--- src/amdp_pkg.sv ---
package amdp_pkg;

  localparam int unsigned DefCountWidth = 32;
  localparam int unsigned NumChan       = 4;
  localparam int unsigned ThrWidth      = 16;

  // Channel positions in the level and peak rings.
  localparam int unsigned ChMag = 0;
  localparam int unsigned ChX   = 1;
  localparam int unsigned ChY   = 2;
  localparam int unsigned ChZ   = 3;

  typedef struct packed {
    logic signed [15:0] accel_x;
    logic signed [15:0] accel_y;
    logic signed [15:0] accel_z;
  } in_item_t;

  typedef struct packed {
    logic               any_change;
    logic signed [15:0] held_x;
    logic signed [15:0] held_y;
    logic signed [15:0] held_z;
    logic [15:0]        held_magnitude;
    logic [14:0]        peak_x;
    logic [14:0]        peak_y;
    logic [14:0]        peak_z;
    logic [15:0]        peak_magnitude;
    logic [31:0]        sample_count;
  } out_item_t;

  // Tracker state handed from the channel unit to the top level.
  typedef struct packed {
    logic                         any_change;
    logic [NumChan-1:0][16:0]     held;
    logic [NumChan-1:0][15:0]     peak;
  } trk_state_t;

  typedef enum logic [2:0] {
    StIdle,
    StSquare,
    StRoot,
    StChan,
    StDone
  } state_e;

  // Axis peaks are reported in 15 bits; a full-scale negative input saturates.
  function automatic logic [14:0] sat_peak(logic [15:0] p);
    return p[15] ? 15'h7FFF : p[14:0];
  endfunction

endpackage

--- src/amdp_sqsum.sv ---
module amdp_sqsum import amdp_pkg::*; (
  input  logic        clk_i,
  input  logic        rst_ni,
  input  logic        start_i,
  input  in_item_t    item_i,
  output logic        done_o,
  output logic [31:0] sum_o
);

  localparam int unsigned DigitSteps = 8;
  localparam int unsigned CntWidth   = $clog2(DigitSteps);

  logic [15:0]         ax_q, ay_q, az_q;
  logic [15:0]         dx_q, dy_q, dz_q;
  logic [31:0]         acc_q, acc_d;
  logic [CntWidth-1:0] cnt_q;
  logic                busy_q, done_q;
  logic                last_step;

  function automatic logic [15:0] abs16(logic signed [15:0] v);
    return v[15] ? 16'(-v) : 16'(v);
  endfunction

  function automatic logic [17:0] digit_mul(logic [1:0] d, logic [15:0] a);
    return 18'(d) * 18'(a);
  endfunction

  // Each step takes the next two-bit digit of every magnitude, most significant first.
  always_comb begin
    acc_d = {acc_q[29:0], 2'b00}
          + 32'(digit_mul(dx_q[15:14], ax_q))
          + 32'(digit_mul(dy_q[15:14], ay_q))
          + 32'(digit_mul(dz_q[15:14], az_q));
  end

  assign last_step = busy_q && (cnt_q == CntWidth'(DigitSteps - 1));

  always_ff @(posedge clk_i or negedge rst_ni) begin
    if (!rst_ni) begin
      busy_q <= 1'b0;
      done_q <= 1'b0;
      cnt_q  <= '0;
    end else begin
      done_q <= last_step;
      if (start_i) begin
        busy_q <= 1'b1;
        cnt_q  <= '0;
      end else if (busy_q) begin
        cnt_q <= cnt_q + CntWidth'(1);
        if (last_step) begin
          busy_q <= 1'b0;
        end
      end
    end
  end

  always_ff @(posedge clk_i) begin
    if (start_i) begin
      ax_q  <= abs16(item_i.accel_x);
      ay_q  <= abs16(item_i.accel_y);
      az_q  <= abs16(item_i.accel_z);
      dx_q  <= abs16(item_i.accel_x);
      dy_q  <= abs16(item_i.accel_y);
      dz_q  <= abs16(item_i.accel_z);
      acc_q <= '0;
    end else if (busy_q) begin
      acc_q <= acc_d;
      dx_q  <= {dx_q[13:0], 2'b00};
      dy_q  <= {dy_q[13:0], 2'b00};
      dz_q  <= {dz_q[13:0], 2'b00};
    end
  end

  assign done_o = done_q;
  assign sum_o  = acc_q;

endmodule

--- src/amdp_isqrt.sv ---
module amdp_isqrt import amdp_pkg::*; (
  input  logic        clk_i,
  input  logic        rst_ni,
  input  logic        start_i,
  input  logic [31:0] n_i,
  output logic        done_o,
  output logic [15:0] root_o
);

  localparam int unsigned RootSteps = 16;
  localparam int unsigned CntWidth  = $clog2(RootSteps);

  logic [31:0]         n_q;
  logic [16:0]         rem_q, rem_d;
  logic [15:0]         root_q, root_d;
  logic [18:0]         rem_sh, trial, diff;
  logic                ge;
  logic [CntWidth-1:0] cnt_q;
  logic                busy_q, done_q;
  logic                last_step;

  // One root bit per step: bring down two radicand bits and try root*4+1.
  always_comb begin
    rem_sh = {rem_q, n_q[31:30]};
    trial  = {1'b0, root_q, 2'b01};
    ge     = rem_sh >= trial;
    diff   = rem_sh - trial;
    rem_d  = ge ? diff[16:0] : rem_sh[16:0];
    root_d = {root_q[14:0], ge};
  end

  assign last_step = busy_q && (cnt_q == CntWidth'(RootSteps - 1));

  always_ff @(posedge clk_i or negedge rst_ni) begin
    if (!rst_ni) begin
      busy_q <= 1'b0;
      done_q <= 1'b0;
      cnt_q  <= '0;
    end else begin
      done_q <= last_step;
      if (start_i) begin
        busy_q <= 1'b1;
        cnt_q  <= '0;
      end else if (busy_q) begin
        cnt_q <= cnt_q + CntWidth'(1);
        if (last_step) begin
          busy_q <= 1'b0;
        end
      end
    end
  end

  always_ff @(posedge clk_i) begin
    if (start_i) begin
      n_q    <= n_i;
      rem_q  <= '0;
      root_q <= '0;
    end else if (busy_q) begin
      n_q    <= {n_q[29:0], 2'b00};
      rem_q  <= rem_d;
      root_q <= root_d;
    end
  end

  assign done_o = done_q;
  assign root_o = root_q;

endmodule

--- src/amdp_chan.sv ---
module amdp_chan import amdp_pkg::*; (
  input  logic                     clk_i,
  input  logic                     rst_ni,
  input  logic                     start_i,
  input  logic [NumChan-1:0][16:0] levels_i,
  input  logic [ThrWidth-1:0]      thr_i,
  output logic                     done_o,
  output trk_state_t               trk_o
);

  localparam int unsigned CntWidth = $clog2(NumChan);

  logic signed [16:0]  lvl_q  [NumChan];
  logic signed [16:0]  held_q [NumChan];
  logic [15:0]         peak_q [NumChan];
  logic                seen_q, any_q;
  logic [CntWidth-1:0] cnt_q;
  logic                busy_q, done_q;
  logic                last_step;

  logic signed [17:0]  diff;
  logic [17:0]         mag;
  logic [16:0]         abs_lvl;
  logic                first, replace;
  logic signed [16:0]  held_new;
  logic [15:0]         peak_new;

  // The rings rotate by one channel per step, so the channel under work sits at the head.
  always_comb begin
    first    = !seen_q;
    diff     = {lvl_q[0][16], lvl_q[0]} - {held_q[0][16], held_q[0]};
    mag      = diff[17] ? 18'(-diff) : 18'(diff);
    abs_lvl  = lvl_q[0][16] ? 17'(-lvl_q[0]) : 17'(lvl_q[0]);
    replace  = first || (mag >= 18'(thr_i));
    held_new = replace ? lvl_q[0] : held_q[0];
    peak_new = (replace && (first || (abs_lvl[15:0] > peak_q[0]))) ? abs_lvl[15:0]
                                                                   : peak_q[0];
  end

  assign last_step = busy_q && (cnt_q == CntWidth'(NumChan - 1));

  always_ff @(posedge clk_i or negedge rst_ni) begin
    if (!rst_ni) begin
      busy_q <= 1'b0;
      done_q <= 1'b0;
      cnt_q  <= '0;
      seen_q <= 1'b0;
      any_q  <= 1'b0;
      for (int i = 0; i < NumChan; i++) begin
        held_q[i] <= '0;
        peak_q[i] <= '0;
      end
    end else begin
      done_q <= last_step;
      if (start_i) begin
        busy_q <= 1'b1;
        cnt_q  <= '0;
        any_q  <= 1'b0;
      end else if (busy_q) begin
        cnt_q <= cnt_q + CntWidth'(1);
        any_q <= any_q | replace;
        for (int i = 0; i < NumChan - 1; i++) begin
          held_q[i] <= held_q[i+1];
          peak_q[i] <= peak_q[i+1];
        end
        held_q[NumChan-1] <= held_new;
        peak_q[NumChan-1] <= peak_new;
        if (last_step) begin
          busy_q <= 1'b0;
          seen_q <= 1'b1;
        end
      end
    end
  end

  always_ff @(posedge clk_i) begin
    if (start_i) begin
      for (int i = 0; i < NumChan; i++) begin
        lvl_q[i] <= levels_i[i];
      end
    end else if (busy_q) begin
      for (int i = 0; i < NumChan - 1; i++) begin
        lvl_q[i] <= lvl_q[i+1];
      end
      lvl_q[NumChan-1] <= lvl_q[0];
    end
  end

  always_comb begin
    trk_o.any_change = any_q;
    for (int i = 0; i < NumChan; i++) begin
      trk_o.held[i] = held_q[i];
      trk_o.peak[i] = peak_q[i];
    end
  end

  assign done_o = done_q;

endmodule

--- src/accel_magnitude_deadband_peak_tracker_unit.sv ---
// Processing: each accepted sample passes through 8 two-bit digit steps for the sum
// of squares, 16 steps of the bit-serial square root and 4 channel steps.
// Flow: a sample is taken only when idle, after the previous one is done; a finished
// result waits in the output register while the next sample is taken and processed.
// Reset: asynchronous, active low; clears held levels, peaks, the first-sample flag,
// the sample counter and the change threshold.
module accel_magnitude_deadband_peak_tracker_unit import amdp_pkg::*; #(
  parameter int unsigned COUNT_WIDTH = DefCountWidth
) (
  input  logic                clk_i,
  input  logic                rst_ni,
  input  logic                in_valid_i,
  output logic                in_ready_o,
  input  in_item_t            in_data_i,
  output logic                out_valid_o,
  input  logic                out_ready_i,
  output out_item_t           out_data_o,
  input  logic                cfg_valid_i,
  output logic                cfg_ready_o,
  input  logic [ThrWidth-1:0] cfg_data_i
);

  state_e                   state_q, state_d;
  in_item_t                 item_q;
  logic [ThrWidth-1:0]      thr_q;
  logic [COUNT_WIDTH-1:0]   count_q;
  out_item_t                out_q;
  logic                     out_valid_q;

  logic                     in_accept, sq_start, root_start, chan_start, out_load;
  logic                     sq_done, root_done, chan_done;
  logic [31:0]              sum;
  logic [15:0]              root;
  logic [NumChan-1:0][16:0] levels;
  trk_state_t               trk;

  amdp_sqsum u_sqsum (
    .clk_i   (clk_i),
    .rst_ni  (rst_ni),
    .start_i (sq_start),
    .item_i  (in_data_i),
    .done_o  (sq_done),
    .sum_o   (sum)
  );

  amdp_isqrt u_isqrt (
    .clk_i   (clk_i),
    .rst_ni  (rst_ni),
    .start_i (root_start),
    .n_i     (sum),
    .done_o  (root_done),
    .root_o  (root)
  );

  always_comb begin
    levels        = '0;
    levels[ChMag] = {1'b0, root};
    levels[ChX]   = {item_q.accel_x[15], item_q.accel_x};
    levels[ChY]   = {item_q.accel_y[15], item_q.accel_y};
    levels[ChZ]   = {item_q.accel_z[15], item_q.accel_z};
  end

  amdp_chan u_chan (
    .clk_i    (clk_i),
    .rst_ni   (rst_ni),
    .start_i  (chan_start),
    .levels_i (levels),
    .thr_i    (thr_q),
    .done_o   (chan_done),
    .trk_o    (trk)
  );

  always_comb begin
    state_d = state_q;
    unique case (state_q)
      StIdle: begin
        if (in_valid_i) begin
          state_d = StSquare;
        end
      end
      StSquare: begin
        if (sq_done) begin
          state_d = StRoot;
        end
      end
      StRoot: begin
        if (root_done) begin
          state_d = StChan;
        end
      end
      StChan: begin
        if (chan_done) begin
          state_d = StDone;
        end
      end
      StDone: begin
        if (!out_valid_q || out_ready_i) begin
          state_d = StIdle;
        end
      end
      default: state_d = StIdle;
    endcase
  end

  always_comb begin
    in_ready_o = 1'b0;
    root_start = 1'b0;
    chan_start = 1'b0;
    out_load   = 1'b0;
    unique case (state_q)
      StIdle:   in_ready_o = 1'b1;
      StSquare: root_start = sq_done;
      StRoot:   chan_start = root_done;
      StChan:   ;
      StDone:   out_load   = !out_valid_q || out_ready_i;
      default:  ;
    endcase
  end

  assign in_accept   = in_valid_i && in_ready_o;
  assign sq_start    = in_accept;
  assign cfg_ready_o = 1'b1;

  always_ff @(posedge clk_i or negedge rst_ni) begin
    if (!rst_ni) begin
      state_q     <= StIdle;
      thr_q       <= '0;
      count_q     <= '0;
      out_valid_q <= 1'b0;
    end else begin
      state_q <= state_d;
      if (cfg_valid_i && cfg_ready_o) begin
        thr_q <= cfg_data_i;
      end
      if (in_accept) begin
        count_q <= count_q + COUNT_WIDTH'(1);
      end
      if (out_load) begin
        out_valid_q <= 1'b1;
      end else if (out_ready_i) begin
        out_valid_q <= 1'b0;
      end
    end
  end

  always_ff @(posedge clk_i) begin
    if (in_accept) begin
      item_q <= in_data_i;
    end
    if (out_load) begin
      out_q.any_change     <= trk.any_change;
      out_q.held_x         <= trk.held[ChX][15:0];
      out_q.held_y         <= trk.held[ChY][15:0];
      out_q.held_z         <= trk.held[ChZ][15:0];
      out_q.held_magnitude <= trk.held[ChMag][15:0];
      out_q.peak_x         <= sat_peak(trk.peak[ChX]);
      out_q.peak_y         <= sat_peak(trk.peak[ChY]);
      out_q.peak_z         <= sat_peak(trk.peak[ChZ]);
      out_q.peak_magnitude <= trk.peak[ChMag];
      out_q.sample_count   <= 32'(count_q);
    end
  end

  assign out_valid_o = out_valid_q;
  assign out_data_o  = out_q;

  // Each unit finishes only while the sequencer waits for it.
  a_sq_done_in_square: assert property (@(posedge clk_i) disable iff (!rst_ni)
    sq_done |-> state_q == StSquare)
    else $error("squaring unit finished outside its phase");

  a_root_done_in_root: assert property (@(posedge clk_i) disable iff (!rst_ni)
    root_done |-> state_q == StRoot)
    else $error("square root unit finished outside its phase");

  a_chan_done_in_chan: assert property (@(posedge clk_i) disable iff (!rst_ni)
    chan_done |-> state_q == StChan)
    else $error("channel unit finished outside its phase");

  // A new result appears only after the channel pass of a sample has completed.
  a_result_after_done: assert property (@(posedge clk_i) disable iff (!rst_ni)
    $rose(out_valid_q) |-> $past(state_q == StDone))
    else $error("result became valid without a finished sample");

endmodule
--- config.mk ---
export PLATFORM = sky130hd
export DESIGN_NAME = accel_magnitude_deadband_peak_tracker_unit
export DESIGN_NICKNAME = d
export VERILOG_FILES = /design/src/amdp_pkg.sv /design/src/amdp_sqsum.sv /design/src/amdp_isqrt.sv /design/src/amdp_chan.sv /design/src/accel_magnitude_deadband_peak_tracker_unit.sv
export SDC_FILE = /design/constraint.sdc
export NUM_CORES = 1
export LEC_CHECK = 0
export BUFFER_PORTS_ARGS = -buffer_cell sky130_fd_sc_hd__buf_2
export CAP_MARGIN = 25
export CORE_ASPECT_RATIO = 1.4
export CORE_MARGIN = 1.5
export CORE_UTILIZATION = 61
export CTS_BUF_LIST = sky130_fd_sc_hd__clkbuf_16
export DETAILED_ROUTE_END_ITERATION = 10
export HOLD_SLACK_MARGIN = 0.02
export PLACE_DENSITY_LB_ADDON = 0.15
export SYNTH_ARGS = -nofsm -noshare
export SYNTH_HDL_FRONTEND = slang
export SYNTH_SLANG_ARGS = --single-unit
--- constraint.sdc ---
create_clock -name clk_i -period 6.7 [get_ports clk_i]
set_input_delay 1.675 -clock clk_i [delete_from_list [all_inputs] [get_ports clk_i]]
set_output_delay 1.675 -clock clk_i [all_outputs]
set_load 0.02 [all_outputs]
Word level (Yosys, flattened, before mapping):

Memories as Yosys holds them, arrays and structs flattened.
Index checks and enable logic that the tools add are counted.
Widths: inputs -> output; s select.

* RAM bits: 68
* input port bits: 69
* output and inout port bits: 161
* memories: 1
* flip-flop bits (word level): 600
* word-level logic and storage cells: 157

* equality and inequality tests: 12
* mux-type cells: 54
* $mul: 3
* $add $sub $neg: 14
* bitwise gates (word level): 6
* order comparisons: 3
* reductions and logical operators: 18

Memory list
* u_chan.lvl_q: depth 4, width 17, rd ports 4, clocked after Yosys merged registers in 0, write ports 4, RTL line amdp_chan.sv:13 `logic signed [16:0] lvl_q [NumChan];`

Operator list (number)
* $mux 16: 11
* $mux 17: 6
* $add 32x18->32: 3
* $mux 32: 2
* $neg 16->16: 4
* $mul 2x16->18: 3
* $add 32x1->32 const B: 1
* $mux 1: 22
* $mux 3: 7
* $ge 19x18->1: 1
* $ge 18x16->1: 1
* $mux 18: 1
* $neg 18->18: 1
* $sub 17x17->18: 1
* $sub 17x17->17: 1
* $gt 16x16->1: 1
* $pmux 3 s5: 1
* $mux 4: 2
* $reduce_bool 2->1: 4
* $eq 3x2->1 const B: 2
* $eq 3x3->1 const B: 2
* $ne 2x1->1 const B: 3
* $logic_and 1x1->1: 5
* $or 1x1->1: 5
* 15 further kinds: 20

Depth between registers and ports, before layout:

Gate-level depths: netlist of the first run.
An unclocked memory read counts as a cell.

* word-level depth: 9
* mapped depth: 24
* mapped depth without buffers: 22

Cells and area by module:

A second synthesis of the first run with hierarchy kept.

* cells, all modules: 2914
* area, all modules: 33019.2 sq um

Modules (own cells, without submodules)
* amdp_chan: sequential area each 5495.3 sq um, times used 1, cells an instance 1258, area an instance 10986.8 sq um
* amdp_sqsum: sequential area each 3648.5 sq um, times used 1, cells an instance 845, area an instance 9351.5 sq um
* accel_magnitude_deadband_peak_tracker_unit: sequential area each 7487.2 sq um, times used 1, cells an instance 453, area an instance 8819.7 sq um
* amdp_isqrt: sequential area each 1771.7 sq um, times used 1, cells an instance 358, area an instance 3861.2 sq um

Worst setup path after synthesis of the first run:

Ideal clock, no wire load.

* path type: input -> register
* from: in out_ready_i
* to: reg out_q, in the netlist out_data_o[0], enable pin
* buffers on the path: 0
* slack: 687 ps
* arrival time: 5475 ps
* stages: 2
* cell sequence: nand2b_1 and3_1

* word-level cells in the longest chain between the ends: 2

Ends and longest elaborated chain
* start, declared: RTL line accel_magnitude_deadband_peak_tracker_unit.sv:16 `input logic out_ready_i,`
* $logic_or 1x1->1: RTL line accel_magnitude_deadband_peak_tracker_unit.sv:115 `StDone: out_load = !out_valid_q || out_ready_i;`
* $mux 1: RTL line accel_magnitude_deadband_peak_tracker_unit.sv:110 `unique case (state_q)`
* net out_load: RTL line accel_magnitude_deadband_peak_tracker_unit.sv:30 `logic in_accept, sq_start, root_start, chan_start, out_load;`
* end, declared: RTL line accel_magnitude_deadband_peak_tracker_unit.sv:27 `out_item_t out_q;`

The timed path passes the listed nets, and every way through them passes these cells.
A chain may end at the register's enable or synchronous reset.

==> results of run 1 <==
critical path, delay by kind of cell (launching register included):
kind	cells	cell delay, ns
compound gates	12	3.57
flops	1	0.52
buf+inv	2	0.61
simple gates	3	0.25
xor+xnor	1	0.21
fa+ha+maj	2	0.73
cell families after synthesis:
group / Yosys count / synth area share
compound gates: 414 / 0.0801
xor+xnor: 145 / 0.0401
fa+ha+maj: 179 / 0.0894
buf+inv: 286 / 0.0352
flops: 665 / 0.578
mux: 48 / 0.0153
other cells: 1 / 0.000118
simple gates: 1203 / 0.161
registers in the layout (all words and copies together), names as in the netlist, 17 cells and up:
signal / count
count_q: 32
item_q: 48
u_isqrt.rem_q: 17
u_sqsum.sum_o: 32
u_isqrt.n_q: 32
out_data_o: 158
u_chan.lvl_q: 68
u_chan.trk_o: 132
final timing paths:
| kind | endpoint | slack [ns] | depth (start not counted) |
|---|---|---|---|
| max | u_chan.trk_o[120]$_DFFE_PN0P_ | 0.73 | 20 |
| min | out_data_o[135]$_DFFE_PP_ | 0.47 | 0 |
| max reg2reg | u_chan.trk_o[120]$_DFFE_PN0P_ | 0.73 | 20 |
| min reg2reg | out_data_o[135]$_DFFE_PP_ | 0.47 | 0 |
| max in group asynchronous | count_q[31]$_DFFE_PN0P_ | 4.50 | 2 |
| min in group asynchronous | u_chan.trk_o[43]$_DFFE_PN0P_ | 1.03 | 1 |
power by group through the flow:
stage,Combinational (mW),Sequential [mW],Clock [mW]
after floorplan,8.51,6.11,0
after global routing,12.3,6.44,3.43
final,10.8,6.34,3.23
after detailed placement,10.8,6.41,0
after global placement,10.4,6.37,0
after CTS,10.9,6.33,3.29
per-layer routing:
| layer | track usage | share of wire |
|---|---|---|
| met5 | 0 | 0 |
| met4 | 0.181 | 0.068 |
| met3 | 0.0320 | 0.039 |
| met2 | 0.526 | 0.53 |
| met1 | 0.322 | 0.36 |
area by class of cell:
type | count | share of cell area
Clock buffer | 61 | 0.0433
Timing Repair Buffer | 251 | 0.0382
Clock inverter | 53 | 0.00905
Inverter | 170 | 0.0182
Sequential cell | 665 | 0.520
Multi-Input combinational cell | 1990 | 0.349
Tap cell | 650 | 0.0231
through the flow:
| step | utilization | instance area, um^2 | hold WS [ns] | power (mW) |
|---|---|---|---|---|
| floorplan | - | 31700 | 0.426 | 14.6 |
| global placement | 0.653 | 33400 | 0.460 | 16.8 |
| detailed placement | 0.653 | 33400 | 0.466 | 17.2 |
| CTS | 0.689 | 35200 | 0.475 | 20.5 |
| global route | 0.689 | 35200 | 0.487 | 22.2 |
| finish | 0.689 | 35200 | 0.473 | 20.4 |
synthesized netlist by cell type (44+ instances only):
library cell,count,area [um^2]
nand2_1,837,3140
edfxtp_1,399,12000
dfrtp_1,201,5030
inv_1,170,638
o21ai_0,146,731
nor2_1,113,424
xnor2_1,111,972
ha_1,100,1250
clkbuf_1,98,368
a21oi_1,95,475
fa_1,79,1580
dfxtp_1,65,1300
or2_2,51,319
mux2i_1,44,440
==> metrics.yaml, run 1 <==
run_status:
  status: "complete, no violations"
sta:
  max_slew.worst_pin.slew_ns: 0.989
  setup_ws_ns: 0.730
  fin_crit_ns: 5.97
  setup_viol: 0
  period_share: 0.891
  final.setup.tns_ns: 0
  rsz0062_at_grt: "no"
  finClkSkew_ns: 0.0328
  fmax_ghz: 0.168
  drv_slew: 0
  hold_violations: 0
  relSlewSlack: 0.341
critical_path:
  crit_type: "reg -> reg"
  r2r-start: "u_chan.lvl_q[0][8]$_DFFE_PP_"
  start_kind: "register"
  cpMaxStageDelayCell: "a311oi_1"
  crit_chain: "ha_1, a21o_1, a2111oi_0, a211oi_1, o21ai_0, buf_4, nand2_1, xnor2_1, ha_1, a21o_1, a21o_1, a21oi_1, nor2_1, a2111oi_0, o311ai_0, a311oi_1, a211o_1, buf_4, nand2_1, a31oi_1"
  cp-startpoint: "u_chan.lvl_q[0][8]$_DFFE_PP_"
  crit_path_max_fanout: 35
  required_ns: 7.26
  crit_path_max_incr_delay_ns: 0.59
  arrival_ns: 6.53
  crit_top_cell: "a21o_1"
  cp-end-kind: "register"
layout:
  regArea_mm2: 0.0183
  nets: 3386
  antenna_cells: 0
  area_growth_pct: 11.3
  finalNonFillerCells: 3840
  multi_input_area_mm2: 0.0123
  final.fill_count: 3785
  most-common-layout-cells: "833 x nand2_1, 399 x edfxtp_1, 227 x buf_2, 201 x dfrtp_1, 196 x inv_1"
  mostFrequentLayoutCell: "nand2_1"
  drive_gt1_frac: 0.127
routing:
  drt_iter0_drc: 1301
  ant_nets: 0
  drt_wl_total_um: 75300
  route.detailed.drc: 0
  viasPerCell: 5.66
  wl_per_cell_um: 19.6
  vias: 21700
  dr.pass1.iters: 6
yosys:
  syn_area_mm2: 0.0317
  ys_warn_count: 0
  synth-seq-cells: 665
  synth-async-reset-ratio: 0.302
  synth_fp_nets: 3189
  ys_seq_area_frac: 0.578
  syn_area_per_cell_um2: 10.8
  syn_inst: 2941
  synth_ff_type: "edfxtp_1"
  synth_enable_flop_cells: 399
  synth_cell_types: 70
clock_network:
  cts.sinks: 665
  clk_pin_slew_worst_paths_ns: 0.06
  cts_hold_buf: 0
  clockBufferDepth: 3
  cts_max_level: 2
  root_buffer: "clkbuf_16"
  postCtsSetupBuffers: 0
  cts-buffers-inserted: 60
  clk_latency_ns: 0.65
  tritoncts: "built"
  postCtsResizedCells: 0
floorplanning:
  core_mm2: 0.0511
  io_pins: 230
  row_count: 98
  die_height_um: 273
  start_util: 0.619
  dieWidth_um: 196
  fp.dieArea_mm2: 0.0533
power_and_ir_drop:
  switchingPower_mw: 8.51
  p_int_mw: 11.9
  p_leak_nw: 15.9
  powerDensity_mw_per_mm2: 579
  vdd_ir_drop_max_v: 0.000978
  power.share.clock: 0.158
  swShare: 0.417
  p_seq_frac: 0.311
  comb_power_share: 0.531
global_routing:
  groute.usage.overall: 0.288
  grt_pass1_wl_um: 118000
  first_global_vias: 21900
  grt_max_degree: 159
  grt_remaining_overflow: 0
  grt_antenna_before_repair: 1
placed_design:
  portBuffers: 228
  dp_slack_ns: 0.677
  gp_congestion: 0.993
  dp.cells: 3726
  place_hpwl_um: 55500
flow_run:
  maxCapViolations: 0
hold_path:
  hp-class: "reg -> reg"
  holdCritStartpoint: "u_chan.trk_o[108]$_DFFE_PN0P_"
No activity file was read; power rests on OpenSTA's default activity.
==> run 2, diff against run 1 <==
Settings changed: RECOVER_POWER set to 50.
==> run 2 against run 1 <==
The flow now finishes with violations (capacitance limit, slew limit). Largest cell class unchanged. Power grew 0.18%. Non-clock buffer count unchanged. Final cell count stayed put. Critical path type unchanged. Via count grew 0.16%. Fmax down 1.6%. First-iteration DRC count is 3.7% higher. Routed wire length grew 0.20%. Count of clock-buffer cells in the layout is the same.
==> metrics.yaml, run 2 (synthesis gave the netlist of run 1 again) <==
run_status:
  status: "finished, violations left"
  violations: "capacitance limit, slew limit"
global_routing:
  groute.usage.overall: 0.288
  grt_remaining_overflow: 0
  grt_antenna_before_repair: 1
  grt_pass1_wl_um: 118000
  first_global_vias: 21900
  grt_max_degree: 159
routing:
  dr.pass1.iters: 7
  vias: 21800
  drt_iter0_drc: 1349
  viasPerCell: 5.67
  wl_per_cell_um: 19.7
  route.detailed.drc: 0
  ant_nets: 0
  drt_wl_total_um: 75500
critical_path:
  crit_type: "reg -> reg"
  required_ns: 7.23
  start_kind: "register"
  crit_top_cell: "a21o_1"
  cpMaxStageDelayCell: "a311oi_1"
  arrival_ns: 6.60
  crit_path_max_fanout: 35
  crit_path_max_incr_delay_ns: 0.58
  cp-end-kind: "register"
  crit_chain: "ha_1, a21o_1, a2111oi_0, a211oi_1, o21ai_0, buf_4, nand2_1, xnor2_1, ha_1, a21o_1, a21o_1, a21oi_1, nor2_1, a2111oi_0, o311ai_0, a311oi_1, a211o_1, buf_4, o31ai_1, o21ai_1"
clock_network:
  clockBufferDepth: 3
  cts_hold_buf: 0
  tritoncts: "built"
  cts-buffers-inserted: 60
  clk_latency_ns: 0.65
  cts_max_level: 2
  root_buffer: "clkbuf_16"
  postCtsResizedCells: 0
  cts.sinks: 665
  clk_pin_slew_worst_paths_ns: 0.07
  postCtsSetupBuffers: 0
placed_design:
  portBuffers: 228
  dp.cells: 3726
  place_hpwl_um: 55500
  gp_congestion: 0.993
sta:
  period_share: 0.905
  hold-worst-slack_ns: 0.479
  max_slew.worst_pin.slew_ns: 3.99
  hold_violations: 0
  fin_crit_ns: 6.07
  finClkSkew_ns: 0.0356
  fmax_ghz: 0.165
  setup_viol: 0
  relSlewSlack: -1.66
  drv_slew: 890
  final.setup.tns_ns: 0
  rsz0062_at_grt: "no"
hold_path:
  hp-class: "reg -> reg"
floorplanning:
  row_count: 98
  start_util: 0.619
  core_mm2: 0.0511
  io_pins: 230
  dieWidth_um: 196
  die_height_um: 273
  fp.dieArea_mm2: 0.0533
layout:
  mostFrequentLayoutCell: "nand2_1"
  largest_reg_flops: 158
  finalNonFillerCells: 3840
  nets: 3386
  area_growth_pct: 10.8
  drive_gt1_frac: 0.108
  post-route-util: 0.686
  most-common-layout-cells: "834 x nand2_1, 399 x edfxtp_1, 201 x dfrtp_1, 196 x inv_1, 177 x buf_2"
  antenna_cells: 0
power_and_ir_drop:
  p_leak_nw: 15.7
  vdd_ir_drop_max_v: 0.000981
  powerDensity_mw_per_mm2: 583
flow_run:
  maxCapViolations: 12
-- run 2: cell count changes in the layout (fill, tap and decap cells not counted), sizes merged --
cell      change
buf          -61
clkbuf       +61
inv           -1
clkinvlp      +1
-- run 2: worst max-delay path: cells and delay by family (launching register included) --
kind	cells	cell delay, ns
adder cells (fa/ha/maj)	2	0.73
AO/OA/AOI/OAI	13	3.74
XOR/XNOR	1	0.20
flip-flops	1	0.52
AND/OR/NAND/NOR	2	0.14
buffers and inverters	2	0.61
-- run 2: final timing paths --
kind,start,endpoint,slack [ns],depth (start not counted)
max in group asynchronous,rst_ni,u_chan.trk_o[108]$_DFFE_PN0P_,1.15,2
setup / recovery,u_chan.lvl_q[0][8]$_DFFE_PP_,u_chan.trk_o[52]$_DFFE_PN0P_,0.63,20
min in group asynchronous,rst_ni,u_chan.trk_o[41]$_DFFE_PN0P_,2.12,1
hold reg to reg,u_chan.trk_o[88]$_DFFE_PN0P_,out_data_o[148]$_DFFE_PP_,0.48,0
setup reg to reg,u_chan.lvl_q[0][8]$_DFFE_PP_,u_chan.trk_o[52]$_DFFE_PN0P_,0.63,20
hold / removal,u_chan.trk_o[88]$_DFFE_PN0P_,out_data_o[148]$_DFFE_PP_,0.48,0
-- run 2: final cells by class --
class | count | area [um^2]
inverter | 170 | 639
sequential | 665 | 18300
multi-input combinational | 1990 | 12300
tap | 650 | 813
fill | 3832 | 16000
clock inverter | 53 | 319
clock buffer | 61 | 1530
timing repair buffer | 251 | 1210
-- run 2: routing by layer --
layer,vias up,track usage,share of wire
li1,10300,-,-
met1,10600,0.322,0.36
met2,635,0.526,0.53
met3,224,0.0320,0.039
met4,0,0.181,0.068
met5,-,0,0
-- run 2: where the power goes --
group	switching, mW	internal (mW)
Clock	1.51	1.73
Combinational	6.28	4.59
Sequential	0.713	5.64
Total	8.50	12.0
-- run 2: through the flow --
stage | power, mW | worst slack (ns) | instance area, um^2
4_1_cts | 20.5 | 0.685 | 35200
6_report | 20.5 | 0.635 | 35100
3_5_place_dp | 17.2 | 0.677 | 33400
5_1_grt | 22.3 | 0.108 | 35100
3_3_place_gp | 16.8 | 0.839 | 33400
2_1_floorplan | 14.6 | 0.687 | 31700
==> run 3, diff against run 2 <==
Clock period 6.7 ns to 6.95 ns, I/O delays scaled along.
==> run 3 against run 2 <==
The flow still finishes with violations (capacitance limit, slew limit). Critical path depth up 3. Final cell count down 0.16%. Worst setup slack better by 0.28 ns. Routed wire length down 0.46%. Sequential power down 3.3%. Critical endpoint is now u_chan.trk_o[57]$_DFFE_PN0P_.
==> metrics.yaml, run 3 (synthesis gave the netlist of run 1 again) <==
placed_design:
  dp_slack_ns: 1.02
  portBuffers: 228
  place_hpwl_um: 55300
  gp_congestion: 0.946
  dp.cells: 3724
global_routing:
  groute.usage.overall: 0.285
  grt_pass1_wl_um: 117000
  first_global_vias: 21800
  grt_antenna_before_repair: 0
  grt_remaining_overflow: 0
  grt_max_degree: 174
run_status:
  violations: "capacitance limit, slew limit"
  status: "finished, violations left"
floorplanning:
  row_count: 98
  core_mm2: 0.0511
  dieWidth_um: 196
  die_height_um: 273
  io_pins: 230
  start_util: 0.619
  fp.dieArea_mm2: 0.0533
routing:
  wl_per_cell_um: 19.6
  dr.pass1.iters: 7
  drt_iter0_drc: 1285
  vias: 21800
  viasPerCell: 5.68
  ant_nets: 0
  route.detailed.drc: 0
  drt_wl_total_um: 75100
critical_path:
  cpMaxStageDelayCell: "a311oi_1"
  crit_path_max_fanout: 33
  crit_chain: "inv_1, ha_1, fa_1, nand2b_1, a21o_1, a311oi_1, nand2_1, or3_4, nor4_4, inv_1, o21ai_0, xnor2_1, ha_1, a21o_1, a21oi_1, nor2b_1, o21ai_0, o311ai_0, a311oi_1, a211o_1, buf_4, o31ai_2, o21ai_1"
  reg2reg_depth: 23
  r2r-start: "u_chan.lvl_q[0][0]$_DFFE_PP_"
  cp_num_buf_inv: 3
  crit_type: "reg -> reg"
  crit_path_max_incr_delay_ns: 0.58
  required_ns: 7.49
  cp-end-kind: "register"
  crit_family: "compound AO/OA/AOI/OAI gates"
  start_kind: "register"
  arrival_ns: 6.57
  reg2reg_slack_ns: 0.92
  r2r_end: "u_chan.trk_o[57]$_DFFE_PN0P_"
sta:
  setup_ws_ns: 0.917
  fin_crit_ns: 6.03
  relSlewSlack: -2.20
  max_slew.worst_pin.slew_ns: 4.79
  finClkSkew_ns: 0.0326
  rsz0062_at_grt: "no"
  hold_violations: 0
  fmax_ghz: 0.166
  setup_viol: 0
  drv_slew: 991
  period_share: 0.868
  final.setup.tns_ns: 0
layout:
  finalNonFillerCells: 3834
  antenna_cells: 0
  largest_reg_flops: 158
  drive_gt1_frac: 0.113
  regArea_mm2: 0.0183
  most-common-layout-cells: "834 x nand2_1, 399 x edfxtp_1, 201 x dfrtp_1, 177 x inv_1, 177 x buf_2"
  nets: 3382
  final.fill_count: 3872
  area_growth_pct: 11.0
  multi_input_area_mm2: 0.0123
  mostFrequentLayoutCell: "nand2_1"
hold_path:
  hp-class: "reg -> reg"
  whs_path_depth: 0
  holdCritStartpoint: "u_chan.trk_o[105]$_DFFE_PN0P_"
  whs_endpoint: "out_data_o[132]$_DFFE_PP_"
clock_network:
  clk_latency_ns: 0.65
  clockBufferDepth: 3
  cts_max_level: 2
  postCtsResizedCells: 0
  tritoncts: "built"
  root_buffer: "clkbuf_16"
  cts-buffers-inserted: 58
  cts_hold_buf: 0
  cts.sinks: 665
  postCtsSetupBuffers: 0
  clk_pin_slew_worst_paths_ns: 0.07
power_and_ir_drop:
  p_leak_nw: 15.6
  powerDensity_mw_per_mm2: 562
  vdd_ir_drop_max_v: 0.000757
flow_run:
  maxCapViolations: 11
run 3: layout make-up:
| type | instances | area share |
|---|---|---|
| Tap cell | 650 | 0.0231 |
| Timing Repair Buffer | 249 | 0.0342 |
| Inverter | 170 | 0.0182 |
| Clock buffer | 59 | 0.0420 |
| Clock inverter | 51 | 0.0127 |
| Sequential cell | 665 | 0.521 |
| Multi-Input combinational cell | 1990 | 0.349 |
run 3: report_power, final:
part / internal [mW] / switching (mW)
Sequential: 5.45 / 0.695
Clock: 1.78 / 1.45
Combinational: 4.41 / 5.97
Total: 11.6 / 8.12
run 3: worst max-delay path by stage:
stage	endpoint	startpoint	cells after the start	slack (ns)
CTS	u_chan.trk_o[126]$_DFFE_PN0P_	u_chan.lvl_q[0][0]$_DFFE_PP_	23	0.98
finish	u_chan.trk_o[57]$_DFFE_PN0P_	u_chan.lvl_q[0][0]$_DFFE_PP_	23	0.92
floorplan	out_data_o[0]$_DFFE_PP_	out_ready_i	2	0.87
detailed placement	u_chan.trk_o[126]$_DFFE_PN0P_	u_chan.lvl_q[0][0]$_DFFE_PP_	23	1.02
global placement	u_chan.trk_o[48]$_DFFE_PN0P_	u_chan.lvl_q[0][0]$_DFFE_PP_	19	1.26
global route	count_q[15]$_DFFE_PN0P_	rst_ni	1	0.30
run 3: layer usage:
layer / wire (um) / vias up / track usage
met5: 0 / - / 0
met4: 4540 / 0 / 0.161
met3: 3040 / 186 / 0.0347
met2: 40400 / 622 / 0.529
met1: 27100 / 10600 / 0.315
li1: - / 10300 / -
run 3: stage by stage:
step                      instance area (um^2)   util  hold slack [ns]  total power, mW
final                                    35200  0.688            0.480             19.8
after CTS                                35300  0.691            0.475             19.8
after global routing                     35200  0.688            0.492             21.5
after floorplan                          31700      -            0.426             14.1
after global placement                   33400  0.653            0.449             16.2
after detailed placement                 33400  0.653            0.460             16.5
